===== src/rtl/ipmc_pkg.sv =====
// ----------------------------------------------------------------------------
// ipmc_pkg
// Types and register offsets of the interrupt pending/mask controller.
// ----------------------------------------------------------------------------
package ipmc_pkg;

    typedef enum logic [1:0] {
        CMD_WRITE   = 2'd0,
        CMD_READ    = 2'd1,
        CMD_REQUEST = 2'd2,
        CMD_ACK     = 2'd3
    } cmd_t;

    localparam logic [5:0] ADDR_ENABLE_A  = 6'h07;
    localparam logic [5:0] ADDR_ENABLE_B  = 6'h09;
    localparam logic [5:0] ADDR_PENDING_A = 6'h0b;
    localparam logic [5:0] ADDR_PENDING_B = 6'h0d;
    localparam logic [5:0] ADDR_INSERV_A  = 6'h0f;
    localparam logic [5:0] ADDR_INSERV_B  = 6'h11;
    localparam logic [5:0] ADDR_MASK_A    = 6'h13;
    localparam logic [5:0] ADDR_MASK_B    = 6'h15;
    localparam logic [5:0] ADDR_VECTOR    = 6'h17;

    // Bit of the vector register that selects software end-of-interrupt.
    localparam int unsigned VEC_SEOI_BIT = 3;

    typedef struct packed {
        cmd_t       cmd;
        logic [5:0] reg_addr;
        logic [7:0] write_data;
        logic [3:0] channel;
    } req_t;

    typedef struct packed {
        logic [7:0]  read_data;
        logic [15:0] irq_raise;
    } rsp_t;

endpackage


===== src/rtl/ipmc_stream_if.sv =====
// ----------------------------------------------------------------------------
// ipmc_stream_if
// Valid/ready channel carrying one payload struct per transfer.
// ----------------------------------------------------------------------------
interface ipmc_stream_if #(
    parameter type payload_t = logic [7:0]
) ();

    logic     valid;
    logic     ready;
    payload_t data;

    modport source (output valid, output data, input ready);
    modport sink   (input valid, input data, output ready);

endinterface


===== src/rtl/ipmc_regs.sv =====
// ----------------------------------------------------------------------------
// ipmc_regs
// Register file and update logic: applies one item per fire strobe and
// produces its result combinationally from the state before the update.
// ----------------------------------------------------------------------------
module ipmc_regs (
    input  logic          clk,
    input  logic          rst_n,
    input  logic          fire,
    input  ipmc_pkg::req_t item,
    output ipmc_pkg::rsp_t result
);
    import ipmc_pkg::*;

    logic [15:0] enable_reg, enable_next;
    logic [15:0] pending_reg, pending_next;
    logic [15:0] inserv_reg, inserv_next;
    logic [15:0] mask_reg, mask_next;
    logic [7:0]  vector_reg, vector_next;
    logic        seoi_reg, seoi_next;

    logic        high;
    logic [15:0] lanes;
    logic [15:0] and_byte;
    logic [15:0] chan_bit;
    logic [15:0] ready_bits;
    logic [15:0] mask_rise;

    always_comb
    begin
        high     = (item.reg_addr == ADDR_ENABLE_A) || (item.reg_addr == ADDR_PENDING_A)
                || (item.reg_addr == ADDR_INSERV_A) || (item.reg_addr == ADDR_MASK_A);
        lanes    = high ? 16'hff00 : 16'h00ff;
        and_byte = high ? {item.write_data, 8'hff} : {8'hff, item.write_data};
        chan_bit = 16'd1 << item.channel;

        enable_next  = enable_reg;
        pending_next = pending_reg;
        inserv_next  = inserv_reg;
        mask_next    = mask_reg;
        vector_next  = vector_reg;
        seoi_next    = seoi_reg;
        ready_bits   = '0;
        mask_rise    = '0;
        result       = '0;

        case (item.cmd)
            CMD_WRITE:
            begin
                case (item.reg_addr)
                    ADDR_ENABLE_A, ADDR_ENABLE_B:
                    begin
                        enable_next  = (enable_reg & ~lanes) | (and_byte & lanes);
                        pending_next = pending_reg & (enable_next | ~lanes);
                    end
                    ADDR_PENDING_A, ADDR_PENDING_B:
                    begin
                        pending_next = pending_reg & and_byte;
                    end
                    ADDR_INSERV_A, ADDR_INSERV_B:
                    begin
                        inserv_next = inserv_reg & and_byte;
                        ready_bits  = enable_reg & mask_reg & pending_reg & ~inserv_next;
                        if ((ready_bits & lanes) != '0)
                        begin
                            result.irq_raise = ready_bits;
                        end
                    end
                    ADDR_MASK_A, ADDR_MASK_B:
                    begin
                        mask_next = (mask_reg & ~lanes) | (and_byte & lanes);
                        mask_rise = mask_next & ~mask_reg;
                        if ((mask_rise & enable_reg & pending_reg & ~inserv_reg & lanes) != '0)
                        begin
                            result.irq_raise = mask_rise & pending_reg;
                        end
                    end
                    ADDR_VECTOR:
                    begin
                        vector_next = item.write_data;
                        seoi_next   = item.write_data[VEC_SEOI_BIT];
                    end
                    default:
                    begin
                    end
                endcase
            end
            CMD_READ:
            begin
                case (item.reg_addr)
                    ADDR_ENABLE_A:  result.read_data = enable_reg[15:8];
                    ADDR_ENABLE_B:  result.read_data = enable_reg[7:0];
                    ADDR_PENDING_A: result.read_data = pending_reg[15:8];
                    ADDR_PENDING_B: result.read_data = pending_reg[7:0];
                    ADDR_INSERV_A:  result.read_data = inserv_reg[15:8];
                    ADDR_INSERV_B:  result.read_data = inserv_reg[7:0];
                    ADDR_MASK_A:    result.read_data = mask_reg[15:8];
                    ADDR_MASK_B:    result.read_data = mask_reg[7:0];
                    ADDR_VECTOR:    result.read_data = vector_reg;
                    default:        result.read_data = '0;
                endcase
            end
            CMD_REQUEST:
            begin
                if (((enable_reg & chan_bit) != '0) && ((pending_reg & chan_bit) == '0))
                begin
                    pending_next = pending_reg | chan_bit;
                    if (((mask_reg & chan_bit) != '0)
                        && !(seoi_reg && ((inserv_reg & chan_bit) != '0)))
                    begin
                        result.irq_raise = chan_bit;
                    end
                end
            end
            CMD_ACK:
            begin
                pending_next = pending_reg & ~chan_bit;
                if (seoi_reg)
                begin
                    inserv_next = inserv_reg | chan_bit;
                end
            end
            default:
            begin
            end
        endcase
    end

    always_ff @(posedge clk or negedge rst_n)
    begin
        if (!rst_n)
        begin
            enable_reg  <= '0;
            pending_reg <= '0;
            inserv_reg  <= '0;
            mask_reg    <= '0;
            vector_reg  <= '0;
            seoi_reg    <= 1'b1;
        end
        else if (fire)
        begin
            enable_reg  <= enable_next;
            pending_reg <= pending_next;
            inserv_reg  <= inserv_next;
            mask_reg    <= mask_next;
            vector_reg  <= vector_next;
            seoi_reg    <= seoi_next;
        end
    end

endmodule


===== src/rtl/interrupt_pending_mask_controller.sv =====
// ----------------------------------------------------------------------------
// interrupt_pending_mask_controller
// Sixteen-channel interrupt controller with enable, pending, in-service and
// mask registers, driven by a stream of bus accesses and channel events.
// ----------------------------------------------------------------------------
// Usage:
// The req channel carries one item per transfer: a register write, a register
// read, a request on one channel or an acknowledge of one channel. The rsp
// channel returns exactly one result per item, in order, holding the byte read
// (zero for anything but a read) and the set of channels that raise a request.
// An accepted item waits in an input register, is applied to the register
// file from there, and its result is captured in an output register that
// drives rsp. Throughput is one item per cycle while the receiver keeps up;
// the limit is the single register-file update each cycle, since every item
// reads the state the previous one left. When the receiver stalls, the
// result holds in the output register, the next item waits in the input
// register, and req.ready drops only once both are full. Reset clears all
// interrupt registers to zero, sets software end-of-interrupt, and empties
// both pipeline registers.
// ----------------------------------------------------------------------------
module interrupt_pending_mask_controller (
    input  logic         clk,
    input  logic         rst_n,
    ipmc_stream_if.sink   req,
    ipmc_stream_if.source rsp
);
    import ipmc_pkg::*;

    // Input register holding the item waiting to be applied.
    logic  in_valid_reg;
    req_t  in_item_reg;

    // Output register holding the result waiting for the receiver.
    logic  out_valid_reg;
    rsp_t  out_data_reg;

    logic  advance;
    rsp_t  result;

    // The held item is applied whenever the output register is free or is
    // being emptied in this cycle.
    assign advance   = in_valid_reg && (!out_valid_reg || rsp.ready);

    // A new item is taken when the input register is empty or moving on.
    assign req.ready = !in_valid_reg || advance;

    ipmc_regs u_regs (
        .clk    (clk),
        .rst_n  (rst_n),
        .fire   (advance),
        .item   (in_item_reg),
        .result (result)
    );

    always_ff @(posedge clk or negedge rst_n)
    begin
        if (!rst_n)
        begin
            in_valid_reg  <= 1'b0;
            out_valid_reg <= 1'b0;
        end
        else
        begin
            if (req.ready)
            begin
                in_valid_reg <= req.valid;
            end
            if (advance)
            begin
                out_valid_reg <= 1'b1;
            end
            else if (rsp.ready)
            begin
                out_valid_reg <= 1'b0;
            end
        end
    end

    // Payload registers load without reset; the valid flags qualify them.
    always_ff @(posedge clk)
    begin
        if (req.ready && req.valid)
        begin
            in_item_reg <= req.data;
        end
        if (advance)
        begin
            out_data_reg <= result;
        end
    end

    assign rsp.valid = out_valid_reg;
    assign rsp.data  = out_data_reg;

endmodule


===== src/flat_wrapper.sv =====
// flat-port wrapper written by rule: the top's interface ports become plain ports
module interrupt_pending_mask_controller_flat import ipmc_pkg::*;
  (clk, rst_n, req_valid, req_data, req_ready, rsp_valid, rsp_data, rsp_ready);
  ipmc_stream_if #(.payload_t(req_t)) req_i ();
  ipmc_stream_if #(.payload_t(rsp_t)) rsp_i ();
  input  logic clk;
  input  logic rst_n;
  input wire logic [$bits(req_i.valid)-1:0] req_valid;
  input wire logic [$bits(req_i.data)-1:0] req_data;
  output wire logic [$bits(req_i.ready)-1:0] req_ready;
  output wire logic [$bits(rsp_i.valid)-1:0] rsp_valid;
  output wire logic [$bits(rsp_i.data)-1:0] rsp_data;
  input wire logic [$bits(rsp_i.ready)-1:0] rsp_ready;
  assign req_i.valid = req_valid;
  assign req_i.data = req_data;
  assign req_ready = req_i.ready;
  assign rsp_valid = rsp_i.valid;
  assign rsp_data = rsp_i.data;
  assign rsp_i.ready = rsp_ready;
  interrupt_pending_mask_controller u_core (.clk(clk), .rst_n(rst_n), .req(req_i), .rsp(rsp_i));
endmodule

===== config.mk =====
export PLATFORM = sky130hd
export DESIGN_NAME = interrupt_pending_mask_controller_flat
export DESIGN_NICKNAME = d
export VERILOG_FILES = /design/src/rtl/ipmc_pkg.sv /design/src/rtl/ipmc_stream_if.sv /design/src/rtl/ipmc_regs.sv /design/src/rtl/interrupt_pending_mask_controller.sv /design/src/flat_wrapper.sv
export SDC_FILE = /design/constraint.sdc
export NUM_CORES = 1
export LEC_CHECK = 0
export ABC_AREA = 1
export BUFFER_PORTS_ARGS = -buffer_cell sky130_fd_sc_hd__buf_2
export CORE_MARGIN = 1.5
export CORE_UTILIZATION = 50
export DETAILED_ROUTE_END_ITERATION = 8
export PLACE_DENSITY = 0.64
export SYNTH_ARGS = -nofsm -noshare
export SYNTH_HDL_FRONTEND = slang
export SYNTH_HIERARCHICAL = 1
export SYNTH_SLANG_ARGS = --single-unit

===== constraint.sdc =====
create_clock -name clk -period 5.9 [get_ports clk]
set_clock_uncertainty 0.05 [all_clocks]
set_input_delay 1.18 -clock clk [delete_from_list [all_inputs] [get_ports clk]]
set_output_delay 1.18 -clock clk [all_outputs]
set_load 0.02 [all_outputs]

==> metrics.md <==
| Metric | Value |
|---|---|
| Design Area, Final | `8542 um2` |
| Post-CTS sizing | `0` |
| Mapped cell area | `7631 um2` |
| #FFs+latches synth | `119` |
| Post-synthesis mux area share | `0%` |
| Syn Inst Count | `1025` |
| Simple-gate share of the synthesized area | `31.48%` |
| Critical R2R Launch | `u_core/in_item_reg[2]` |
| Final WL | `31690 um` |
| Horiz. Die Dim | `126.5 um` |
| Worst Hold Launch | `u_core/u_regs/vector_reg[6]` |
| Post-synthesis compound-gate area fraction | `17.28%` |
| Vias | `8286` |
| Share of cells above drive strength 1 | `12.65%` |
| RSZ-0062 raised after global routing | `no` |
| M1 GR Usage | `52.62%` |
| Setup CP Type | `flop to flop` |
| First-pass GRT wire length | `46700 um` |
| Tightest Hold Check Type | `flop to flop` |
| Final net count | `1086` |
| Period utilisation layout | `55.98%` |
| Number of routed nets with antenna violations | `0` |
| Sequential area share after synthesis | `41.92%` |
| Leak | `3.886 nW` |
| Slew Viols, Final | `0` |
| Cts hold-fix bufs | `0` |
| CTS tree | `done` |
| Port Buffers | `49` |
| Vias in the first global route | `7606` |
| Antenna cells | `0` |
| First-pass iteration count of the detailed router | `7` |
| Crit start category | `flop` |
| Max reg flops | `24` |
| Clk_lat worst skew | `0.43 ns` |
| DRT iter0 DRCs | `1563` |
| Post-Syn Area per Cell | `7.445 um2` |
| Met3 Usage GRT | `14.64%` |
| Status | `finished, final reports clean` |
| Peak supply drop | `0.2477 mV` |
| I/O pin count | `50` |
| Die Height | `126.5 um` |
| Met2 Resource Use GR | `57.31%` |
| Placed inst area | `7944 um2` |
| Hold Vio Cnt, Final | `0` |
| Row count | `44` |
| Final setup viols | `0` |
| Xor/xnor share of the synthesized area | `0%` |
| GP Congestion | `1.159` |
| Top cells by area, synth | `dfrtp_1 24%, edfxtp_1 17%, nand2_1 13%` |
| Total grt overflow | `0` |
| Die Area | `16010 um2` |
| Post-synth EDFFs | `44` |
| Worst Max-Slew Pin Slew | `1.047 ns` |
| H-Tree Depth | `4` |
| Setup TNS | `0 ns` |
| Synth area leader | `dfrtp_1` |
| Via-to-Cell Ratio | `6.581` |
| Post-CTS setup buffer count | `0` |
| Yosys warnings | `6` |
| Flop2flop setup slack | `2.60 ns` |
| CP max FO | `22` |
| Main combinational cell family by area after synthesis | `simple AND/OR/NAND/NOR gates` |
| Adder-cell area share of the yosys netlist | `0%` |
| Fmax | `0.3028 GHz` |
| Root Buffer | `clkbuf_16` |
| Area Overhead vs Synth | `11.94%` |
| Clk buf depth | `2` |
| Worst Path Required | `6.14 ns` |
| Clock transition at path regs | `0.06 ns` |
| Initial antenna violation count | `0` |
| Multi-input logic area | `3727 um2` |
| Dpl hpwl | `23240 um` |
| Yosys cell types | `46` |
| Hold EP | `u_core/u_regs/vector_reg[6]` |
| Core area | `14700 um2` |
| DR WL/cell | `25.17 um` |
| WHS Path Cells | `2` |
| RR Endpoint | `u_core/rsp.data[0]` |
| Crit path DAT | `3.54 ns` |
| Initial Util | `51.92%` |
| Slew headroom | `30.19%` |
| R2R cell count | `11` |
| Max_cap viols | `0` |
| DRC | `0` |
| CTS buffer count | `17` |
| Largest net degree at the start of global routing | `76` |
| Crit end category | `flop` |
| Crit path time final | `3.303 ns` |
| CTS Sinks | `119` |
| Busiest grt layer | `met2` |
| Register Area | `3199 um2` |
| Top cell type's share of synthesized area | `24.27%` |
| FFs w/ async S/R, synth | `63.03%` |
| Power Dens Cells | `278.0 nW/um2` |
| Ys flop type | `dfrtp_1` |
| Total Routing Usage GR | `40.46%` |
| Mapped Nets | `1049` |
| # fillers | `1486` |
==> layer usage <==
| metal | part of all wire [%] | vias up |
|---|---|---|
| met3 | 15 | 204 |
| li1 | - | 3589 |
| met4 | 7.7 | 0 |
| met1 | 37 | 3763 |
| met2 | 40 | 730 |
| met5 | 0 | - |
==> layout by cell type (no fill, tap or decap), types with 3 or more instances in the layout <==
cell type / n
inv_1: 129
o2111ai_1: 5
nand2_2: 5
nand4_1: 36
edfxtp_1: 44
nand3_1: 69
clkbuf_16: 17
clkinvlp_4: 5
a22oi_1: 5
o21ai_0: 89
o21a_1: 10
o211ai_1: 16
inv_6: 3
nand3_4: 3
inv_2: 7
o31a_1: 6
o21ai_1: 9
o22ai_1: 44
buf_4: 4
nor4_1: 15
nand2_1: 270
nor3_1: 18
nand3_2: 7
a21oi_1: 15
o211ai_2: 3
buf_2: 48
nor2_2: 12
nor2_1: 75
nand4_2: 3
dfrtp_1: 74
==> critical path, cell delays in order (launching register included) <==
cell and delay [ns]:
edfxtp_1 0.51, inv_1 0.21, nand2_1 0.08, nor2_1 0.67
nand2_1 0.15, o21ai_0 0.12, nor2_1 0.07, nand2_1 0.07
nor2_1 0.09, nor2_2 0.76, nand4_1 0.25, nand2_1 0.12
==> worst max-delay path by stage <==
stage                               start                          end  cells after the start
finish              u_core/in_item_reg[2]           u_core/rsp.data[0]                     11
global route        u_core/in_item_reg[2]           u_core/rsp.data[3]                     11
CTS                 u_core/in_item_reg[2]           u_core/rsp.data[0]                     11
detailed placement              rsp_ready   u_core/u_regs/mask_reg[10]                      8
global placement                rsp_ready   u_core/u_regs/mask_reg[10]                      8
floorplan                       rsp_ready  u_core/u_regs/inserv_reg[3]                     10
==> cell type report <==
class / instances / share of cell area, %
multi-input cells: 735 / 43.64
flip-flops and latches: 119 / 37.45
inverters: 137 / 6.050
clock buffers: 19 / 5.302
repair buffers: 52 / 3.164
well taps: 184 / 2.695
clock inverters: 13 / 1.699
==> through the flow <==
step	hold WS, ns	utilization, %	cells	setup WS, ns	power, mW
after detailed placement	0.4307	54.04	1227	2.525	1.321
after CTS	0.4443	58.11	1259	2.839	2.361
final	0.4412	58.11	1259	2.597	2.375
after global placement	0.4210	54.04	1227	2.667	1.320
after global routing	0.4744	58.11	1259	2.543	2.441
after floorplan	0.4030	-	1025	1.976	1.176
==> power by group <==
group / internal (mW) / switching (mW) / total (mW)
clock: 0.646 / 0.396 / 1.04
combinational: 0.0737 / 0.269 / 0.343
sequential: 0.919 / 0.0710 / 0.990
total: 1.64 / 0.736 / 2.37
==> cells in the mapped netlist (2+ instances only) <==
master and number:
nor4_1 15, o21ai_0 89, nand3_1 69, a22oi_1 5
nand3_4 3, nand2_2 5, nand4_1 36, buf_4 6
nor2_1 76, a21boi_1 2, o31a_1 6, nand2_4 2
nand4_2 3, nor2_2 11, o21a_1 10, buf_2 11
nand3_2 7, edfxtp_1 44, buf_6 4, o22ai_1 44
o21ai_1 9, o211ai_2 3, inv_2 7, o211ai_1 16
o21ai_2 2, nor3_1 18, nand3b_1 2, a21oi_1 16
clkbuf_1 12, o2111ai_1 5, dfrtp_1 74, inv_1 129
nor3_2 2, nand2_1 270
==> cells by family (layout without fill, tap and decap cells) <==
| group | after synthesis | after routing |
|---|---|---|
| AND/OR/NAND/NOR | 521 | 521 |
| AO/OA/AOI/OAI | 214 | 214 |
| buffers and inverters | 171 | 221 |
| flip-flops | 119 | 119 |
(Power assumes the default switching activity.)
